### src/hdl/usmrm_pkg.sv
// Types and codes shared by the unsorted store min/remove-max blocks.
package usmrm_pkg;

	localparam int VALUE_W  = 32;
	localparam int MODE_W   = 2;
	localparam int STATUS_W = 2;
	localparam int COUNT_W  = 5;

	typedef logic [MODE_W-1:0]          mode_t;
	typedef logic [STATUS_W-1:0]        status_t;
	typedef logic [COUNT_W-1:0]         count_t;
	typedef logic signed [VALUE_W-1:0]  value_t;

	localparam mode_t MODE_ADD        = 2'd0;
	localparam mode_t MODE_MIN        = 2'd1;
	localparam mode_t MODE_REMOVE_MAX = 2'd2;

	localparam status_t STAT_OK    = 2'd0;
	localparam status_t STAT_EMPTY = 2'd1;
	localparam status_t STAT_FULL  = 2'd2;

	typedef struct packed {
		mode_t  mode;
		value_t value;
	} req_t;

	typedef struct packed {
		value_t  result_value;
		status_t status;
		count_t  count;
	} rsp_t;

	typedef struct packed {
		logic en;
		logic first;
		logic pick_min;
	} scan_ctl_t;

	typedef enum logic [1:0] {
		S_IDLE,
		S_SCAN,
		S_DONE
	} state_t;

endpackage

### src/hdl/usmrm_ram.sv
// Entry storage: one write port, one registered read port.
module usmrm_ram #(
	parameter int DEPTH = 16,
	parameter int AW    = 4
) (
	input  logic                  clk,
	input  logic                  we,
	input  logic [AW-1:0]         waddr,
	input  usmrm_pkg::value_t     wdata,
	input  logic [AW-1:0]         raddr,
	output usmrm_pkg::value_t     rdata
);

	usmrm_pkg::value_t mem [DEPTH];

	always_ff @(posedge clk) begin
		if (we) begin
			mem[waddr] <= wdata;
		end
	end

	always_ff @(posedge clk) begin
		rdata <= mem[raddr];
	end

endmodule

### src/hdl/usmrm_scan.sv
// Shared comparator with running best value and its slot index.
module usmrm_scan #(
	parameter int AW = 4
) (
	input  logic                   clk,
	input  usmrm_pkg::scan_ctl_t   ctl,
	input  usmrm_pkg::value_t      rdata,
	input  logic [AW-1:0]          idx,
	output usmrm_pkg::value_t      best_nxt,
	output logic [AW-1:0]          at_nxt
);

	usmrm_pkg::value_t best_q;
	logic [AW-1:0]     at_q;
	usmrm_pkg::value_t cmp_a;
	usmrm_pkg::value_t cmp_b;
	logic              take;

	// min: take when rdata < best; max: take when best < rdata
	assign cmp_a = ctl.pick_min ? rdata : best_q;
	assign cmp_b = ctl.pick_min ? best_q : rdata;
	assign take  = ctl.first || (cmp_a < cmp_b);

	assign best_nxt = take ? rdata : best_q;
	assign at_nxt   = take ? idx : at_q;

	always_ff @(posedge clk) begin
		if (ctl.en) begin
			best_q <= best_nxt;
			at_q   <= at_nxt;
		end
	end

endmodule

### src/hdl/unsorted_store_min_remove_max_core.sv
// Unsorted store of signed values with add, report-min and remove-max operations.
// Add, the unused mode code, and min or remove-max on an empty store go from idle
// straight to the done state, which puts their result into the output register.
// Min and remove-max on a non-empty store read the stored entries one per cycle from
// a RAM with one read and one write port, through one shared comparator, in the scan
// state, and then pass through the done state to the output register.
// Remove-max refills the freed slot with the last entry during the final scan cycle.
// The next request is taken once the result has moved into the output register. That
// register frees the request side while the result waits to be taken. While an earlier
// result is still held there, the block stays in its last cycle.
module unsorted_store_min_remove_max_core #(
	parameter int CAPACITY = 16
) (
	input  logic                clk,
	input  logic                arst_n,
	input  logic                req_valid,
	output logic                req_stall,
	input  usmrm_pkg::req_t     req,
	output logic                rsp_valid,
	input  logic                rsp_stall,
	output usmrm_pkg::rsp_t     rsp
);

	localparam int AW = (CAPACITY > 1) ? $clog2(CAPACITY) : 1;
	localparam int CW = $clog2(CAPACITY + 1);

	usmrm_pkg::state_t    state_q, state_d;
	usmrm_pkg::mode_t     mode_q;
	logic [CW-1:0]        count_q;
	logic [AW-1:0]        k_q;
	usmrm_pkg::value_t    res_q;
	usmrm_pkg::status_t   stat_q;
	logic                 rsp_valid_q;
	usmrm_pkg::rsp_t      rsp_q;

	logic                 req_fire;
	logic                 rsp_free;
	logic                 full;
	logic                 last;
	logic                 out_load;
	logic                 ram_we;
	logic [AW-1:0]        ram_waddr;
	usmrm_pkg::value_t    ram_wdata;
	logic [AW-1:0]        ram_raddr;
	usmrm_pkg::value_t    ram_rdata;
	usmrm_pkg::scan_ctl_t scan_ctl;
	usmrm_pkg::value_t    best_nxt;
	logic [AW-1:0]        at_nxt;

	assign req_fire = req_valid && !req_stall;
	assign rsp_free = !rsp_valid_q || !rsp_stall;
	assign full     = (count_q == CW'(CAPACITY));
	assign last     = (CW'(k_q) == count_q - CW'(1));

	usmrm_ram #(
		.DEPTH (CAPACITY),
		.AW    (AW)
	) u_ram (
		.clk   (clk),
		.we    (ram_we),
		.waddr (ram_waddr),
		.wdata (ram_wdata),
		.raddr (ram_raddr),
		.rdata (ram_rdata)
	);

	usmrm_scan #(
		.AW (AW)
	) u_scan (
		.clk      (clk),
		.ctl      (scan_ctl),
		.rdata    (ram_rdata),
		.idx      (k_q),
		.best_nxt (best_nxt),
		.at_nxt   (at_nxt)
	);

	// next state
	always_comb begin
		state_d = state_q;
		unique case (state_q)
			usmrm_pkg::S_IDLE: begin
				if (req_fire) begin
					if ((req.mode == usmrm_pkg::MODE_MIN ||
					     req.mode == usmrm_pkg::MODE_REMOVE_MAX) && count_q != '0) begin
						state_d = usmrm_pkg::S_SCAN;
					end else begin
						state_d = usmrm_pkg::S_DONE;
					end
				end
			end
			usmrm_pkg::S_SCAN: begin
				if (last) begin
					state_d = usmrm_pkg::S_DONE;
				end
			end
			usmrm_pkg::S_DONE: begin
				if (rsp_free) begin
					state_d = usmrm_pkg::S_IDLE;
				end
			end
			default: state_d = usmrm_pkg::S_IDLE;
		endcase
	end

	// outputs
	always_comb begin
		req_stall         = (state_q != usmrm_pkg::S_IDLE);
		ram_we            = 1'b0;
		ram_waddr         = count_q[AW-1:0];
		ram_wdata         = req.value;
		ram_raddr         = '0;
		scan_ctl.en       = 1'b0;
		scan_ctl.first    = (k_q == '0);
		scan_ctl.pick_min = (mode_q == usmrm_pkg::MODE_MIN);
		out_load          = 1'b0;
		unique case (state_q)
			usmrm_pkg::S_IDLE: begin
				ram_we = req_fire && (req.mode == usmrm_pkg::MODE_ADD) && !full;
			end
			usmrm_pkg::S_SCAN: begin
				ram_raddr   = k_q + AW'(1);
				scan_ctl.en = 1'b1;
				if (last && mode_q == usmrm_pkg::MODE_REMOVE_MAX) begin
					ram_we    = 1'b1;
					ram_waddr = at_nxt;
					ram_wdata = ram_rdata;
				end
			end
			usmrm_pkg::S_DONE: begin
				out_load = rsp_free;
			end
			default: ;
		endcase
	end

	always_ff @(posedge clk or negedge arst_n) begin
		if (!arst_n) begin
			state_q <= usmrm_pkg::S_IDLE;
			count_q <= '0;
			mode_q  <= usmrm_pkg::MODE_ADD;
			k_q     <= '0;
		end else begin
			state_q <= state_d;
			if (state_q == usmrm_pkg::S_IDLE && req_fire) begin
				mode_q <= req.mode;
				k_q    <= '0;
				if (req.mode == usmrm_pkg::MODE_ADD && !full) begin
					count_q <= count_q + CW'(1);
				end
			end else if (state_q == usmrm_pkg::S_SCAN) begin
				k_q <= k_q + AW'(1);
				if (last && mode_q == usmrm_pkg::MODE_REMOVE_MAX) begin
					count_q <= count_q - CW'(1);
				end
			end
		end
	end

	always_ff @(posedge clk) begin
		if (state_q == usmrm_pkg::S_IDLE && req_fire) begin
			res_q  <= '0;
			stat_q <= usmrm_pkg::STAT_OK;
			unique case (req.mode)
				usmrm_pkg::MODE_ADD: begin
					if (full) begin
						stat_q <= usmrm_pkg::STAT_FULL;
					end
				end
				usmrm_pkg::MODE_MIN, usmrm_pkg::MODE_REMOVE_MAX: begin
					if (count_q == '0) begin
						stat_q <= usmrm_pkg::STAT_EMPTY;
					end
				end
				default: ;
			endcase
		end else if (state_q == usmrm_pkg::S_SCAN && last) begin
			res_q <= best_nxt;
		end
	end

	always_ff @(posedge clk or negedge arst_n) begin
		if (!arst_n) begin
			rsp_valid_q <= 1'b0;
		end else if (out_load) begin
			rsp_valid_q <= 1'b1;
		end else if (!rsp_stall) begin
			rsp_valid_q <= 1'b0;
		end
	end

	always_ff @(posedge clk) begin
		if (out_load) begin
			rsp_q.result_value <= res_q;
			rsp_q.status       <= stat_q;
			rsp_q.count        <= usmrm_pkg::count_t'(count_q);
		end
	end

	assign rsp_valid = rsp_valid_q;
	assign rsp       = rsp_q;

endmodule
### config.mk
export PLATFORM = sky130hd
export DESIGN_NAME = unsorted_store_min_remove_max_core
export DESIGN_NICKNAME = d
export VERILOG_FILES = /design/src/hdl/usmrm_pkg.sv /design/src/hdl/usmrm_ram.sv /design/src/hdl/usmrm_scan.sv /design/src/hdl/unsorted_store_min_remove_max_core.sv
export SDC_FILE = /design/constraint.sdc
export NUM_CORES = 1
export LEC_CHECK = 0
export BUFFER_PORTS_ARGS = -buffer_cell sky130_fd_sc_hd__clkbuf_2
export CORE_MARGIN = 2
export CORE_UTILIZATION = 48
export CTS_CLUSTER_DIAMETER = 60
export DETAILED_ROUTE_END_ITERATION = 10
export MAX_ROUTING_LAYER = met4
export PLACE_DENSITY_LB_ADDON = 0.12
export SLEW_MARGIN = 20
export SYNTH_ARGS = -nofsm -noshare
export SYNTH_HDL_FRONTEND = slang
export SYNTH_SLANG_ARGS = --single-unit
### constraint.sdc
create_clock -name clk -period 20.8 [get_ports clk]
set_input_delay 4.16 -clock clk [delete_from_list [all_inputs] [get_ports clk]]
set_output_delay 4.16 -clock clk [all_outputs]
set_load 0.01 [all_outputs]
==> flow_metrics.tcl, run 1 <==
set metrics [dict create \
    status "complete, no violations" \
    wl_um 61690 \
    die-area_mm2 0.05848 \
    r2r_cells 15 \
    dpl.hpwl_um 35470 \
    htree_levels 3 \
    insertion_delay_ps 610 \
    seq_area_frac_synth 0.7116 \
    drc 0 \
    synth-edff-count 589 \
    fp-row-count 87 \
    synth_warnings 0 \
    hold_path_class "flip-flop to flip-flop" \
    cts_resized 0 \
    die_width_um 241.8 \
    fin_crit_sh 0.3017 \
    max_freq_mhz 159.3 \
    syn-num-nets 1922 \
    grt_max_degree 72 \
    clock_path_buffers 3 \
    peakVddDrop_v 0.00008050 \
    antenna_found_initial 2 \
    p_leak_nw 10.91 \
    required_ps 21050 \
    io_buffers 78 \
    ant_nets 0 \
    syn_inst 1878 \
    grt_usage 0.2189 \
    crit_path_max_fanout 25 \
    slew_viol_final 0 \
    holdPathStages 0 \
    worst_slew_pin_slew_ps 1080 \
    root_buffer "clkbuf_16" \
    vias 15580 \
    rrSetupSlack_ps 15030 \
    layout.nets 2001 \
    synth-seq-cells 667 \
    seq_area_mm2 0.01932 \
    cp-startpoint "req_valid" \
    grt_pass1_vias 15460 \
    worst_r2r_startpoint "count_q[0]$_DFFE_PN0P_" \
    multiInputGateArea_mm2 0.007451 \
    endpoint "u_ram.mem[11][18]$_DFFE_PP_" \
    mostFrequentLayoutCell "edfxtp_1" \
    vias_per_cell 5.617 \
    avgSynthCellArea_um2 14.46 \
    worstReg2RegEnd "u_ram.mem[11][18]$_DFFE_PP_" \
    first_iter_violations 1052 \
    layout_common_cells "edfxtp_1, nand2_1, mux2i_1, a211oi_1, nor2b_1" \
    rsz0062_at_grt "no" \
    hold_buffers 0 \
    core_mm2 0.05617 \
    setup_viol 0 \
    chipHeight_um 241.8 \
    drt-pass1-iter-count 7 \
    pin_count 79 \
    syn_area_mm2 0.02715 \
    grt_pass1_wl_um 94410 \
    hold_violations 0 \
    post_cts_buffers 0 \
    dp_slack_ps 13900 \
    cap_violations 0 \
    overflow 0 \
    clk_pin_slew_ps 60 \
    worstSetupPathType "input pin to flip-flop" \
    clock_skew_ps 23.15 \
    numCtsBuffers 71 \
    cts_tree "done" \
    fin_setup_tns_ps 0 \
    fin_crit_ps 6276 \
    synthFlopType "edfxtp_1" \
    powerDensity_mw_per_mm2 144.0 \
    clock_sinks 667 \
    area_delta_synth_final_pct 13.82 \
    wl_per_cell_um 22.25 \
    worstSetupEndpointType "flip-flop" \
    start_util 0.4834 \
    crit_arrival_ps 6520 \
    synth.distinct_cells 65 \
    nFillCells 4596 \
    layout-drive-gt1-share 0.1479 \
    postSynth.asyncResetShare 0.02099 \
    finalWorstSetupSlack_ps 14520 \
    cp-start-kind "input pin" \
    maxSlewHeadroom 0.2802 \
    place.gp.congestion 0.8170 \
]
[how the worst min path moves through the flow]
stage                                 from                 to  slack (ps)
floorplan              stat_q[0]$_DFFE_PP_   rsp[5]$_DFFE_PP_         400
global route        res_q[11]$_SDFFE_PP0P_  rsp[18]$_DFFE_PP_         440
detailed placement  res_q[26]$_SDFFE_PP0P_  rsp[33]$_DFFE_PP_         420
CTS                 res_q[26]$_SDFFE_PP0P_  rsp[33]$_DFFE_PP_         430
global placement     res_q[8]$_SDFFE_PP0P_  rsp[15]$_DFFE_PP_         410
finish              res_q[26]$_SDFFE_PP0P_  rsp[33]$_DFFE_PP_         430
[state kept, by name, indices dropped and copies added, names as in the netlist]
| register | flops |
|---|---|
| u_ram.mem | 512 |
| count_q | 5 |
| stat_q | 2 |
| rsp_valid | 1 |
| u_scan.best_q | 32 |
| state_q | 2 |
| rsp | 39 |
| mode_q | 2 |
| res_q | 32 |
| u_ram.rdata | 32 |
| u_scan.at_q | 4 |
| k_q | 4 |
[synthesized netlist by cell type, drive strengths merged (4+ instances only)]
cell / instances / area, µm²
ha: 6 / 75.07
clkbuf: 90 / 337.8
a21o: 4 / 30.03
nor2: 52 / 195.2
nor3: 7 / 35.03
a211oi: 100 / 750.7
mux2i: 131 / 1311
nor4: 6 / 37.54
dfxtp: 64 / 1281
xor2: 17 / 148.9
nor2b: 87 / 544.3
nand2: 341 / 1280
buf: 24 / 125.1
nor3b: 7 / 57.55
xnor2: 12 / 105.1
a311oi: 66 / 578.1
inv: 27 / 101.4
nand3: 6 / 30.03
o21ai: 19 / 95.09
edfxtp: 589 / 17690
a31oi: 39 / 244.0
nor4b: 9 / 106.4
o311ai: 6 / 52.55
nand2b: 19 / 118.9
dfrtp: 14 / 350.3
a21oi: 46 / 230.2
mux4: 32 / 720.7
maj3: 9 / 93.84
[cells by family (layout without fill, tap and decap cells)]
| family | Yosys count | in the layout | synth area share |
|---|---|---|---|
| other cells | 0 | 2 | 0 |
| buf+inv | 141 | 278 | 0.02078 |
| compound gates | 301 | 301 | 0.08005 |
| xor+xnor | 29 | 29 | 0.009355 |
| fa+ha+maj | 15 | 15 | 0.006221 |
| flops | 667 | 667 | 0.7116 |
| simple gates | 561 | 561 | 0.09678 |
| mux | 164 | 164 | 0.07526 |
[final cells by class]
type / instances / area share
Antenna cell: 2 / 0.0001620
Tap cell: 756 / 0.03061
Sequential cell: 667 / 0.6253
Clock buffer: 96 / 0.06519
Multi-Input combinational cell: 1070 / 0.2411
Inverter: 27 / 0.003280
Clock inverter: 35 / 0.01049
Timing Repair Buffer: 120 / 0.02389
[per-layer routing]
| layer | up-vias | track usage | wire length (µm) |
|---|---|---|---|
| li1 | 7335 | - | - |
| met1 | 7771 | 0.3003 | 28150 |
| met2 | 356 | 0.3343 | 28580 |
| met3 | 113 | 0.03984 | 3234 |
| met4 | 0 | 0.06863 | 1714 |
| met5 | - | - | 0 |
[power breakdown]
group | switching (mW) | leakage, nW | internal, mW | total [mW]
sequential | 0.165 | 6.04 | 1.68 | 1.85
clock | 0.510 | 1.14 | 0.744 | 1.25
combinational | 0.830 | 3.73 | 0.520 | 1.35
total | 1.50 | 10.9 | 2.94 | 4.45
[metrics by stage]
stage	instance area (µm²)	utilization	cells	total power, mW	hold WS, ps
finish	30900	0.5502	2773	4.449	428.0
CTS	30860	0.5495	2770	4.472	429.6
detailed placement	28520	0.5078	2639	3.216	416.2
floorplan	27150	-	1878	2.806	400.3
global placement	28500	0.5074	2638	3.188	414.2
global route	30900	0.5501	2771	4.693	435.9
[worst max-delay path, cell delays in order]
cell,delay (ps)
clkbuf_2,100
nand2_1,170
inv_1,130
a31oi_1,100
or3_1,590
nor4bb_4,720
buf_4,530
Power figures use the tool's default switching activity.
==> run 2, diff against run 1 <==
==> constraint.sdc (replaced) <==
create_clock -name clk -period 6.1 [get_ports clk]
set_input_delay 1.22 -clock clk [delete_from_list [all_inputs] [get_ports clk]]
set_output_delay 1.22 -clock clk [all_outputs]
set_load 0.01 [all_outputs]
==> run 2 against run 1 <==
Compared with the run above:
- critical path depth up 5
- die area unchanged
- via count up 2.0%
- worst setup slack worse by 13000 ps
- sequential share of layout area down 0.073 points
- final cell count up 0.18%
- clock power rose to 3.4 times the previous value
- register-to-register slack worse by 13000 ps
==> flow_metrics.tcl, run 2 (same netlist as run 1, synthesis figures left out) <==
set metrics [dict create \
    chipHeight_um 241.8 \
    r2r_cells 12 \
    maxSlewHeadroom 0.2616 \
    fin_crit_ps 4512 \
    insertion_delay_ps 630 \
    place.gp.congestion 0.8888 \
    hold_buffers 0 \
    power_mw 15.22 \
    grt_usage 0.2315 \
    slew_viol_final 0 \
    worstSetupEndpointType "flip-flop" \
    worst_slew_pin_slew_ps 1102 \
    endpoint "u_ram.mem[3][11]$_DFFE_PP_" \
    hold_path_class "flip-flop to flip-flop" \
    clk_pin_slew_ps 60 \
    cpMaxStageDelayCell "a31oi_1" \
    p_sw_mw 5.283 \
    grt_max_degree 98 \
    root_buffer "clkbuf_16" \
    post_cts_buffers 0 \
    slowest_delay_ps 920 \
    powerDensity_mw_per_mm2 492.0 \
    drc 0 \
    largest_reg_flops 512 \
    holdWs_ps 421.5 \
    start_util 0.4834 \
    cts_resized 0 \
    cp-startpoint "mode_q[1]$_DFFE_PN0P_" \
    layout.nets 2008 \
    swShare 0.3471 \
    die-area_mm2 0.05848 \
    crit_family "compound AO/OA/AOI/OAI gates" \
    wl_um 65490 \
    pin_count 79 \
    max_flop_register "u_ram.mem" \
    area_delta_synth_final_pct 13.95 \
    crit_path_frequent_cell "a31oi_1" \
    antennaDiodeCount 0 \
    fp-row-count 87 \
    cap_violations 0 \
    grt_pass1_wl_um 98130 \
    power_frac_comb 0.313 \
    first_iter_violations 1520 \
    grt_pass1_vias 15430 \
    overflow 0 \
    wl_per_cell_um 23.57 \
    crit_arrival_ps 4840 \
    rrSetupSlack_ps 1590 \
    clock_sinks 667 \
    status "complete, no violations" \
    crit_path_max_fanout 25 \
    htree_levels 3 \
    hold_violations 0 \
    worstSetupPathType "flip-flop to flip-flop" \
    path_depth 12 \
    mostFrequentLayoutCell "edfxtp_1" \
    setup_viol 0 \
    p_leak_nw 10.92 \
    peakVddDrop_v 0.0002876 \
    layout-drive-gt1-share 0.1464 \
    vias_per_cell 5.721 \
    drt-pass1-iter-count 7 \
    ant_nets 0 \
    die_width_um 241.8 \
    dpl.hpwl_um 38790 \
    p_seq_frac 0.410 \
    vias 15890 \
    fin_crit_sh 0.7396 \
    cp-start-kind "flip-flop" \
    nFillCells 4559 \
    layout_common_cells "edfxtp_1, nand2_1, mux2i_1, a211oi_1, nor2b_1" \
    numCtsBuffers 71 \
    core_mm2 0.05617 \
    worstReg2RegEnd "u_ram.mem[3][11]$_DFFE_PP_" \
    clockPowerShare 0.277 \
    worst_r2r_startpoint "mode_q[1]$_DFFE_PN0P_" \
    fin_setup_tns_ps 0 \
    max_freq_mhz 221.7 \
    io_buffers 78 \
    crit_chain "nand2b_1 -> buf_4 -> a21oi_1 -> o311ai_0 -> a31oi_1 -> o311ai_1 -> nand4b_2 -> o21bai_4 -> a21oi_4 -> a31oi_1 -> and4b_2 -> buf_12" \
    cts_tree "done" \
    antenna_found_initial 2 \
    required_ps 6430 \
    rsz0062_at_grt "no" \
    clock_path_buffers 3 \
    clock_skew_ps 28.05 \
    crit_buf_inv 2 \
    p_int_mw 9.938 \
]
## run 2: worst min-delay path by stage
stage                   startpoint  cells after the start  slack [ps]          endpoint
2_1_floorplan  stat_q[0]$_DFFE_PP_                      0         400  rsp[5]$_DFFE_PP_
5_1_grt        stat_q[1]$_DFFE_PP_                      0         420  rsp[6]$_DFFE_PP_
6_report       stat_q[1]$_DFFE_PP_                      0         420  rsp[6]$_DFFE_PP_
4_1_cts        stat_q[1]$_DFFE_PP_                      0         420  rsp[6]$_DFFE_PP_
3_3_place_gp   stat_q[1]$_DFFE_PP_                      0         410  rsp[6]$_DFFE_PP_
3_5_place_dp   stat_q[1]$_DFFE_PP_                      0         410  rsp[6]$_DFFE_PP_
## run 2: layout make-up
cell class	instances	area, µm²	area share
Clock buffer	102	1933	0.06248
Inverter	27	101.3	0.003276
Tap cell	756	945.9	0.03057
Timing Repair Buffer	127	858.3	0.02774
Sequential cell	667	19320	0.6245
Multi-Input combinational cell	1070	7441	0.2405
Clock inverter	29	336.6	0.01088
## run 2: through the flow
stage / instance area [µm²] / utilization / setup slack [ps] / std cells
4_1_cts: 30940 / 0.5508 / 1566 / 2778
5_1_grt: 30940 / 0.5508 / 1269 / 2778
6_report: 30940 / 0.5508 / 1588 / 2778
3_3_place_gp: 28670 / 0.5104 / 1631 / 2647
2_1_floorplan: 27150 / - / -444.3 / 1878
3_5_place_dp: 28670 / 0.5104 / 1567 / 2647
## run 2: power groups by stage
stage          sequential (mW)  combinational (mW)  clock, mW
4_1_cts                   6.23                4.82       4.29
5_1_grt                   6.30                5.24       4.48
3_3_place_gp              6.29                4.77          0
3_5_place_dp              6.32                4.81          0
2_1_floorplan             6.14                3.43          0
6_report                  6.24                4.77       4.21
## run 2: worst reg2reg max path: stages (launching register included)
cell      delay (ps)
dfrtp_1          420
nand2b_1         130
buf_4            260
a21oi_1          100
o311ai_0         340
a31oi_1          170
o311ai_1         290
nand4b_2         190
o21bai_4         310
a21oi_4          100
a31oi_1          920
and4b_2          720
buf_12           250
## run 2: per-layer routing
metal,share of wire,up-vias,global-route usage
met2,0.47,475,0.3511
met1,0.45,8023,0.3287
met4,0.019,0,0.06663
met5,0,-,-
li1,-,7316,-
met3,0.060,79,0.03263
==> run 3, diff against run 2 <==
==> constraint.sdc (replaced) <==
create_clock -name clk -period 3.7 [get_ports clk]
set_input_delay 0.74 -clock clk [delete_from_list [all_inputs] [get_ports clk]]
set_output_delay 0.74 -clock clk [all_outputs]
set_load 0.01 [all_outputs]
==> run 3 against run 2 <==
Compared with the run above:
- the run now ends with setup timing left
- clock power increased by 65%
- critical endpoint is now u_ram.mem[1][11]$_DFFE_PP_
- non-clock buffer count increased by 181
- sequential share of layout area decreased by 4.6 points
- clock skew about the same
- design area increased by 8.0%
- critical path depth increased by 2
- utilization increased by 4.4 points
- fmax increased by 16%
- final cell count increased by 6.6%
- combinational power increased by 100%
- via count increased by 6.4%
- power increased by 75%
==> flow_metrics.tcl, run 3 (same netlist as run 1, synthesis figures left out) <==
set metrics [dict create \
    place.gp.congestion 0.8867 \
    design_area_mm2 0.03341 \
    drc 0 \
    fin_crit_sh 1.049 \
    antenna_found_initial 1 \
    layout.nets 2191 \
    p_leak_nw 12.15 \
    max_freq_mhz 257.7 \
    clk_pin_slew_ps 60 \
    holdWs_ps 47.96 \
    numCtsBuffers 73 \
    max_flop_register "u_ram.mem" \
    wl_um 71580 \
    die_width_um 241.8 \
    wl_per_cell_um 24.17 \
    grt_usage 0.2365 \
    cap_violations 0 \
    worstSetupEndpointType "flip-flop" \
    insertion_delay_ps 620 \
    stdcell_count 2962 \
    grt_max_degree 127 \
    slowest_delay_ps 530 \
    required_ps 4020 \
    die-area_mm2 0.05848 \
    worstSetupPathType "flip-flop to flip-flop" \
    slew_viol_final 0 \
    worst_slew_pin_slew_ps 879.3 \
    drt-pass1-iter-count 5 \
    chipHeight_um 241.8 \
    root_buffer "clkbuf_16" \
    fin_crit_ps 3880 \
    pin_count 79 \
    layout-drive-gt1-share 0.2232 \
    grt_pass1_vias 16170 \
    start_util 0.4834 \
    r2r_cells 14 \
    placed_area_mm2 0.02984 \
    setup_viol 473 \
    cpMaxStageDelayCell "or4_4" \
    vias_per_cell 5.708 \
    core_mm2 0.05617 \
    vias 16910 \
    mostFrequentLayoutCell "edfxtp_1" \
    grt_pass1_wl_um 100900 \
    status "finished with violations" \
    final_util 0.5949 \
    crit_arrival_ps 4200 \
    area_delta_synth_final_pct 23.07 \
    clock_path_buffers 3 \
    io_buffers 78 \
    clock_skew_ps 28.11 \
    hold_path_class "input pin to asynchronous set/reset pin" \
    nFillCells 4330 \
    first_iter_violations 1517 \
    dpl.hpwl_um 42240 \
    overflow 0 \
    powerDensity_mw_per_mm2 799.2 \
    placed_cells 2760 \
    peakVddDrop_v 0.0006157 \
    clock_sinks 667 \
    cp-start-kind "flip-flop" \
    largest_reg_flops 512 \
    crit_chain "nor2b_4 -> or4_4 -> nor3b_4 -> nor4b_4 -> o211ai_1 -> nand4b_2 -> o21bai_4 -> a21o_1 -> a211o_1 -> buf_12 -> buf_12 -> nor4b_4 -> buf_4 -> buf_8" \
    hold_violations 0 \
    cts_tree "done" \
    finalWorstSetupSlack_ps -180.3 \
    rsz0062_at_grt "yes" \
    fp-row-count 87 \
    layout_common_cells "edfxtp_1, nand2_1, buf_4, mux2i_1, a211oi_1" \
    htree_levels 3 \
    ant_nets 0 \
    violations "setup timing" \
    crit_path_max_fanout 8 \
    maxSlewHeadroom 0.4125 \
]
run 3: changes by cell type in the layout (fill, tap and decap cells not counted), moves of 4 or more:
cell / delta
nor4b_2: -6
buf_6: +18
nor4_4: +4
buf_4: +99
nor4b_4: +6
buf_12: +36
clkbuf_16: +20
buf_8: +10
run 3: per-stage QoR:
step	total power, mW	TNS, ps	setup slack, ps
detailed placement	19.47	-68980	-275.8
finish	26.70	-38230	-180.3
CTS	26.53	-7840	-111.1
global route	27.98	-127970	-346.8
global placement	19.36	-49870	-210.5
floorplan	15.87	-446140	-1235
run 3: final timing paths:
path / slack (ps) / endpoint / from
worst min-delay path: 50 / k_q[3]$_DFFE_PN0P_ / arst_n
worst min register to register: 420 / rsp[6]$_DFFE_PP_ / stat_q[1]$_DFFE_PP_
min in group clk: 420 / rsp[6]$_DFFE_PP_ / stat_q[1]$_DFFE_PP_
worst max-delay path: -180 / u_ram.mem[1][11]$_DFFE_PP_ / u_scan.best_q[20]$_DFFE_PP_
worst max register to register: -180 / u_ram.mem[1][11]$_DFFE_PP_ / u_scan.best_q[20]$_DFFE_PP_
max in group asynchronous: 3340 / mode_q[0]$_DFFE_PN0P_ / arst_n
run 3: area by class of cell:
type | instances | area [µm²] | area share
flip-flops and latches | 667 | 19320 | 0.5784
multi-input cells | 1070 | 7637 | 0.2286
repair buffers | 308 | 3133 | 0.09377
clock buffers | 107 | 2058 | 0.06160
well taps | 756 | 945.9 | 0.02831
clock inverters | 25 | 202.7 | 0.006067
inverters | 27 | 105.1 | 0.003146
diodes | 2 | 5.005 | 0.0001498
run 3: what timing repair did:
item,4_1_cts,5_1_grt
setup buffers,16,24
hold endpoints to repair,0,0
hold buffers,0,0
setup endpoints to repair,512,512
resized for setup,39,77
gates cloned,9,24
pin swaps,14,20
run 3: metal layers:
layer / vias to the layer above / global-route usage / wire (µm)
met3: 116 / 0.03085 / 4790
met1: 8466 / 0.3340 / 31120
li1: 7724 / - / -
met5: - / - / 0
met4: 0 / 0.07371 / 1931
met2: 602 / 0.3597 / 33740
run 3: worst max-delay path: cells and delay by family, from the launching register on:
kind | cells | cell delay (ps)
buffers and inverters | 4 | 660
flip-flops | 1 | 420
AO/OA/AOI/OAI | 4 | 800
AND/OR/NAND/NOR | 6 | 1680
run 3: power breakdown:
part / internal (mW) / leakage (nW) / switching (mW)
registers: 9.45 / 6.03 / 0.660
clock network: 4.01 / 1.10 / 2.92
logic: 3.94 / 5.01 / 5.72
